**config.mk**
```make
export PLATFORM = sky130hd
export DESIGN_NAME = ppmd_seq
export DESIGN_NICKNAME = d
export VERILOG_FILES = /design/src/ppmd_pkg.sv /design/src/ppmd_seq.sv
export SDC_FILE = /design/constraint.sdc
export NUM_CORES = 1
export LEC_CHECK = 0
export ABC_CLOCK_PERIOD_IN_PS = 2530
export BUFFER_PORTS_ARGS = -buffer_cell sky130_fd_sc_hd__buf_2
export CAP_MARGIN = 15
export CORE_MARGIN = 2
export CORE_UTILIZATION = 47
export CTS_CLUSTER_DIAMETER = 50
export DETAILED_ROUTE_END_ITERATION = 10
export PLACE_DENSITY = 0.71
export SLEW_MARGIN = 20
export SYNTH_ARGS = -nofsm -noshare
export SYNTH_HDL_FRONTEND = slang
export SYNTH_SLANG_ARGS = --single-unit
```
**constraint.sdc**
```tcl
create_clock -name clk -period 2.53 [get_ports clk]
set_clock_uncertainty 0.2 [all_clocks]
set_input_delay 0.1265 -clock clk [delete_from_list [all_inputs] [get_ports clk]]
set_output_delay 0.1265 -clock clk [all_outputs]
set_load 0.01 [all_outputs]
```
**src/ppmd_pkg.sv**
```systemverilog
// ----------------------------------------------------------------------------
// ppmd_pkg
// Shared types, constants and the microcode program of the PID position
// motor drive.
// ----------------------------------------------------------------------------
package ppmd_pkg;

  // Field widths.
  localparam int COUNT_W  = 16;
  localparam int TIME_W   = 32;
  localparam int TGT_W    = 9;
  localparam int COEF_W   = 16;
  localparam int ERR_W    = 21;
  localparam int SUM_W    = 32;
  localparam int PWM_W    = 8;
  localparam int DIFF_W   = ERR_W + 1;
  localparam int CFG_IDX_W = 3;

  // Shared multiplier operands and product.
  localparam int MUL_A_W  = TIME_W + 1;
  localparam int MUL_B_W  = DIFF_W;
  localparam int PROD_W   = MUL_A_W + MUL_B_W;
  localparam int ACC_W    = PROD_W + 1;

  // Divider iteration count, one quotient bit per cycle plus a sign fix.
  localparam int DIV_STEPS = DIFF_W;
  localparam int DIV_CNT_W = $clog2(DIV_STEPS + 2);

  localparam logic signed [ERR_W-1:0] ERR_MAX = {1'b0, {(ERR_W-1){1'b1}}};
  localparam logic signed [ERR_W-1:0] ERR_MIN = {1'b1, {(ERR_W-1){1'b0}}};
  localparam logic signed [SUM_W-1:0] SUM_MAX = {1'b0, {(SUM_W-1){1'b1}}};
  localparam logic signed [SUM_W-1:0] SUM_MIN = {1'b1, {(SUM_W-1){1'b0}}};
  localparam logic [PWM_W-1:0]        PWM_MAX = 8'd255;
  localparam logic [COEF_W-1:0]       CTD_RESET = 16'd256;

  typedef enum logic [1:0] {
    DIR_STOP = 2'd0,
    DIR_CW   = 2'd1,
    DIR_CCW  = 2'd2
  } dir_t;

  typedef enum logic [CFG_IDX_W-1:0] {
    REG_TARGET = 3'd0,
    REG_CTD    = 3'd1,
    REG_GAIN_P = 3'd2,
    REG_GAIN_I = 3'd3,
    REG_GAIN_D = 3'd4
  } reg_idx_t;

  typedef enum logic [3:0] {
    OP_NOP,
    OP_MUL_POS,
    OP_ERR,
    OP_MUL_EDT,
    OP_SUM,
    OP_MUL_I,
    OP_MUL_P,
    OP_ACC_ADD,
    OP_MUL_D,
    OP_OUT
  } op_t;

  typedef enum logic [2:0] {
    COND_NEVER,
    COND_WAIT_INPUT,
    COND_DIV_BUSY,
    COND_OUT_BUSY,
    COND_ALWAYS
  } cond_t;

  typedef logic [3:0] step_t;

  typedef struct packed {
    op_t   op;
    cond_t cond;
    step_t target;
  } uword_t;

  typedef struct packed {
    logic div_busy;
    logic out_busy;
  } dp_status_t;

  localparam step_t STEP_IDLE     = 4'd0;
  localparam step_t STEP_DIV_WAIT = 4'd8;
  localparam step_t STEP_OUT      = 4'd11;

  // The program: a jump is taken when the condition holds, otherwise the
  // step counter advances by one.
  function automatic uword_t ucode_rom(input step_t s);
    uword_t w;
    w = '{op: OP_NOP, cond: COND_ALWAYS, target: STEP_IDLE};
    case (s)
      4'd0:  w = '{op: OP_NOP,     cond: COND_WAIT_INPUT, target: STEP_IDLE};
      4'd1:  w = '{op: OP_MUL_POS, cond: COND_NEVER,      target: STEP_IDLE};
      4'd2:  w = '{op: OP_ERR,     cond: COND_NEVER,      target: STEP_IDLE};
      4'd3:  w = '{op: OP_MUL_EDT, cond: COND_NEVER,      target: STEP_IDLE};
      4'd4:  w = '{op: OP_SUM,     cond: COND_NEVER,      target: STEP_IDLE};
      4'd5:  w = '{op: OP_MUL_I,   cond: COND_NEVER,      target: STEP_IDLE};
      4'd6:  w = '{op: OP_MUL_P,   cond: COND_NEVER,      target: STEP_IDLE};
      4'd7:  w = '{op: OP_ACC_ADD, cond: COND_NEVER,      target: STEP_IDLE};
      4'd8:  w = '{op: OP_NOP,     cond: COND_DIV_BUSY,   target: STEP_DIV_WAIT};
      4'd9:  w = '{op: OP_MUL_D,   cond: COND_NEVER,      target: STEP_IDLE};
      4'd10: w = '{op: OP_ACC_ADD, cond: COND_NEVER,      target: STEP_IDLE};
      4'd11: w = '{op: OP_OUT,     cond: COND_OUT_BUSY,   target: STEP_OUT};
      4'd12: w = '{op: OP_NOP,     cond: COND_ALWAYS,     target: STEP_IDLE};
      default: w = '{op: OP_NOP,   cond: COND_ALWAYS,     target: STEP_IDLE};
    endcase
    return w;
  endfunction

endpackage

```
**src/ppmd_seq.sv**
```systemverilog
// ----------------------------------------------------------------------------
// ppmd_seq
// Microcode sequencer: step counter, program lookup and conditional jumps.
// ----------------------------------------------------------------------------
module ppmd_seq
  import ppmd_pkg::*;
(
  input  logic       clk,
  input  logic       rst,
  input  logic       in_valid,
  output logic       in_ready,
  input  dp_status_t status,
  output op_t        op
);

  step_t  step;
  step_t  step_next;
  uword_t uw;
  logic   jump;

  assign uw       = ucode_rom(step);
  assign op       = uw.op;
  assign in_ready = (uw.cond == COND_WAIT_INPUT);

  always_comb begin
    case (uw.cond)
      COND_NEVER:      jump = 1'b0;
      COND_WAIT_INPUT: jump = !in_valid;
      COND_DIV_BUSY:   jump = status.div_busy;
      COND_OUT_BUSY:   jump = status.out_busy;
      COND_ALWAYS:     jump = 1'b1;
      default:         jump = 1'b1;
    endcase
  end

  always_comb begin
    step_next = jump ? uw.target : step + step_t'(1);
  end

  always_ff @(posedge clk) begin
    if (rst) begin
      step <= STEP_IDLE;
    end else begin
      step <= step_next;
    end
  end

endmodule

```
==> results.md <==
- Post-CTS repair changed the size of 0 cells.
- After legalization and detailed placement, the total HPWL measured about 800 um.
- The total of endpoints with negative setup slack in the final report is 0.
- Wires add up to ~1 mm.
- 0 antenna diodes ended up in the layout.
- The count of input and output buffers is 9.
- The final critical-path setup slack is approximately 210 ps.
- The average detailed-routed wire length per instance is 11.8 um.
- The endpoint class of the critical path is a flop.
- At the pin with the least slew margin, the transition time is between 400 and 500 ps.
- Setup repair after global routing left no endpoint under its margin.
- The completed layout was analyzed and its total power is 692 uW.
- The synthesized design spends more area on one cell type than any other, namely sky130_fd_sc_hd__dfxtp_1.
- The overflow left after global routing is 0.
- Data arrives at the worst endpoint at around 2300 ps.
- After clock tree synthesis, the clock-pin slew on the worst setup and hold paths is 80 ps.
- The first global-routing pass estimated 1.57 mm of wire.
- The violation count after the first detailed-route iteration is 5.
- Counting instances, the worst hold path has a depth of 5.
- The initial utilization of the core area, before any placement, comes to approximately half.
- Power spread over the standard cell area amounts to between 900 and 1000 nW/um2.
- The maximum number of pins on one net before global-route repair is 15.
- The startpoint class of the critical path is a flop.
- Summing the sequential cell areas from Yosys gives between 30% and 40% of the chip area.
- At the end of routability-driven placement, the weighted congestion stood at 0.735.
- The CTS tree is yes.
- In the routed design, unresolved DRC markers number 0.
- The part of the cycle the worst path needs is 91.7%.
- The mean instance size in the synthesized netlist is ~10 um2.
- The floorplan has 13 rows.
- The post-synthesis cell type count is 29.
- After clock tree synthesis, the flow added hold-fix buffers numbering 1.
- The count of nets after finishing is 82.
- At the later pin of the worst-skew pair, clock insertion delay measures roughly 260 ps.
- The synthesized net count is 69.
- The CTS sink count is 12.
- The deepest clock path buffer count is 2.
- Synthesis handed over a netlist of between 60 and 70 instances.
- The run finished with clean final reports.
- In the global route stage, overall resource usage came out at between 10% and 20%.
- The synthesized design contains 12 register bits.
- The die is 40.2 um tall.
- Of the post-synthesis cell area, the dominant cell type holds about two fifths.
- The number of failing hold endpoints at the final stage is 0.
- The tightest min-delay check is of the in2reg type.
- The achievable frequency is approximately 430 MHz.
- The count of cells along the worst register-to-register path is 7.
- OpenSTA, run right after detailed placement, puts the worst setup slack at 191 ps.
- Compared with the post-synthesis result, the final layout area differs by 13.8%.
- The class of the most critical setup path is reg2reg.
- The region available for standard cell placement spans around 1300 um2.
- For this block, the via count after detailed routing is ~450.
- The via count of the first global-routing pass is between 300 and 400.
- The peak fanout along the critical path is 4.
- Before antenna repair, the detailed router went through 4 iterations.
- The required time reported for the critical path endpoint is roughly 2500 ps.
- The depth of the CTS H-tree is 1.
- The final count of pins violating max slew is 0.
- The post-layout minimum cycle time is 2320 ps.
- After synthesis, the cell types taking the most area are sky130_fd_sc_hd__dfxtp_1, sky130_fd_sc_hd__mux2i_1, sky130_fd_sc_hd__ha_1.
- Max-cap violations in this run came to 0.
- The overall die width is 40.2 um.
- The average vias per placed instance is between 5 and 6.
- Post-CTS timing repair inserted 0 buffers for setup.
- The synthesized netlist occupies a cell area of 614 um2.
- The total CTS buffers is 3.
- The number of antenna violations at the first check in global routing is 0.
- CTS placed an instance of sky130_fd_sc_hd__clkbuf_4 at the clock tree root.
- In this run the static leakage power is about 0.32 nW.
- The top-level I/O count is 10.
- The number of antenna-violating nets in the routed design is 0.
- The Yosys warning count is 0.
- The worst slew margin relative to its limit is slightly below 70%.
- The peak supply drop is around 0.00035 V.
- The die outline area is 1610 um2.
- After filler insertion, the fill cell instance count of the layout stands at between 100 and 150.
- Cells with a size suffix above 1 make up about 29% of the layout.
- Summed over all failing endpoints, the final setup total negative slack is 0 ps.
-- power by group --
| group | switching, mW | total [mW] | internal [mW] |
|---|---|---|---|
| clock network | 0.0568 | 0.112 | 0.0548 |
| registers | 0.0343 | 0.269 | 0.235 |
| logic | 0.156 | 0.311 | 0.155 |
| total | 0.247 | 0.692 | 0.445 |
-- stage by stage --
stage,hold WS (ps),instance area (um2),util (%),cells
3_3_place_gp,261,667,53.2,83
2_1_floorplan,146,614,-,61
5_1_grt,284,699,55.8,87
3_5_place_dp,261,667,53.2,83
6_report,250,699,55.8,87
4_1_cts,253,699,55.8,87
-- cells by family (layout without fill, tap and decap cells) --
family | count (synthesis) | after routing | synth area share (%)
AND/OR/NAND/NOR | 19 | 19 | 20.0
flip-flops | 12 | 12 | 39.1
buffers and inverters | 10 | 21 | 8.55
AO/OA/AOI/OAI | 9 | 9 | 13.0
multiplexers | 5 | 5 | 8.96
adder cells (fa/ha/maj) | 3 | 3 | 6.11
XOR/XNOR | 3 | 3 | 4.28
-- flip-flops by register name, summed over array words and instances, names as in the netlist --
register	count
uw	8
step	4
-- area by class of cell --
type                       instances  area [um2]  share of cell area, %
clock buffer                       3        22.5                   3.22
timing repair buffer              13        77.6                   11.1
tap                               15        18.8                   2.68
sequential                        12         240                   34.3
multi-input combinational         39         322                   46.0
inverter                           5        18.8                   2.68
-- cells in the final DEF (no fill, tap or decap), types with 2 or more instances in the layout --
cell / instances
sky130_fd_sc_hd__dfxtp_1: 12
sky130_fd_sc_hd__buf_2: 9
sky130_fd_sc_hd__nor2_1: 4
sky130_fd_sc_hd__mux2i_1: 4
sky130_fd_sc_hd__inv_1: 4
sky130_fd_sc_hd__nor3b_1: 3
sky130_fd_sc_hd__ha_1: 3
sky130_fd_sc_hd__clkbuf_4: 3
sky130_fd_sc_hd__buf_4: 3
sky130_fd_sc_hd__nand3_1: 2
sky130_fd_sc_hd__xnor2_1: 2
sky130_fd_sc_hd__nor4_1: 2
sky130_fd_sc_hd__a211oi_1: 2
sky130_fd_sc_hd__and2_1: 2
-- synth_stat cells, drive strengths merged --
cell type	number
dfxtp	12
inv	5
buf	4
mux2i	4
nor2	4
nor3b	4
a211oi	3
ha	3
nor4	3
and2	2
nand3	2
or2	2
xnor2	2
a2111oi	1
a211o	1
a21boi	1
a21oi	1
clkbuf	1
mux2	1
nand2b	1
nor2b	1
o211ai	1
o21a	1
xor2	1
-- worst max-delay path, stage by stage (launching register included) --
cell                        delay (ps)
sky130_fd_sc_hd__dfxtp_1           380
sky130_fd_sc_hd__mux2_4            330
sky130_fd_sc_hd__a211oi_4          310
sky130_fd_sc_hd__mux2i_1           320
sky130_fd_sc_hd__nor2_1             80
sky130_fd_sc_hd__ha_1              190
sky130_fd_sc_hd__a2111oi_0         300
sky130_fd_sc_hd__a211oi_1           90
-- per-layer routing --
layer  wire (um)  GRT usage [%]
met2         469           22.2
met3          34           3.33
met5           0              0
met1         520           19.5
met4           0           5.17
-- worst paths after layout --
check                  endpoint               start  slack [ps]
setup / recovery  uw[4]$_DFF_P_       uw[4]$_DFF_P_         210
hold / removal    uw[9]$_DFF_P_           status[0]         250
setup reg to reg  uw[4]$_DFF_P_       uw[4]$_DFF_P_         210
hold reg to reg   uw[8]$_DFF_P_  step[0]$_SDFF_PP0_         340
No activity file was read; power rests on OpenSTA's default activity.
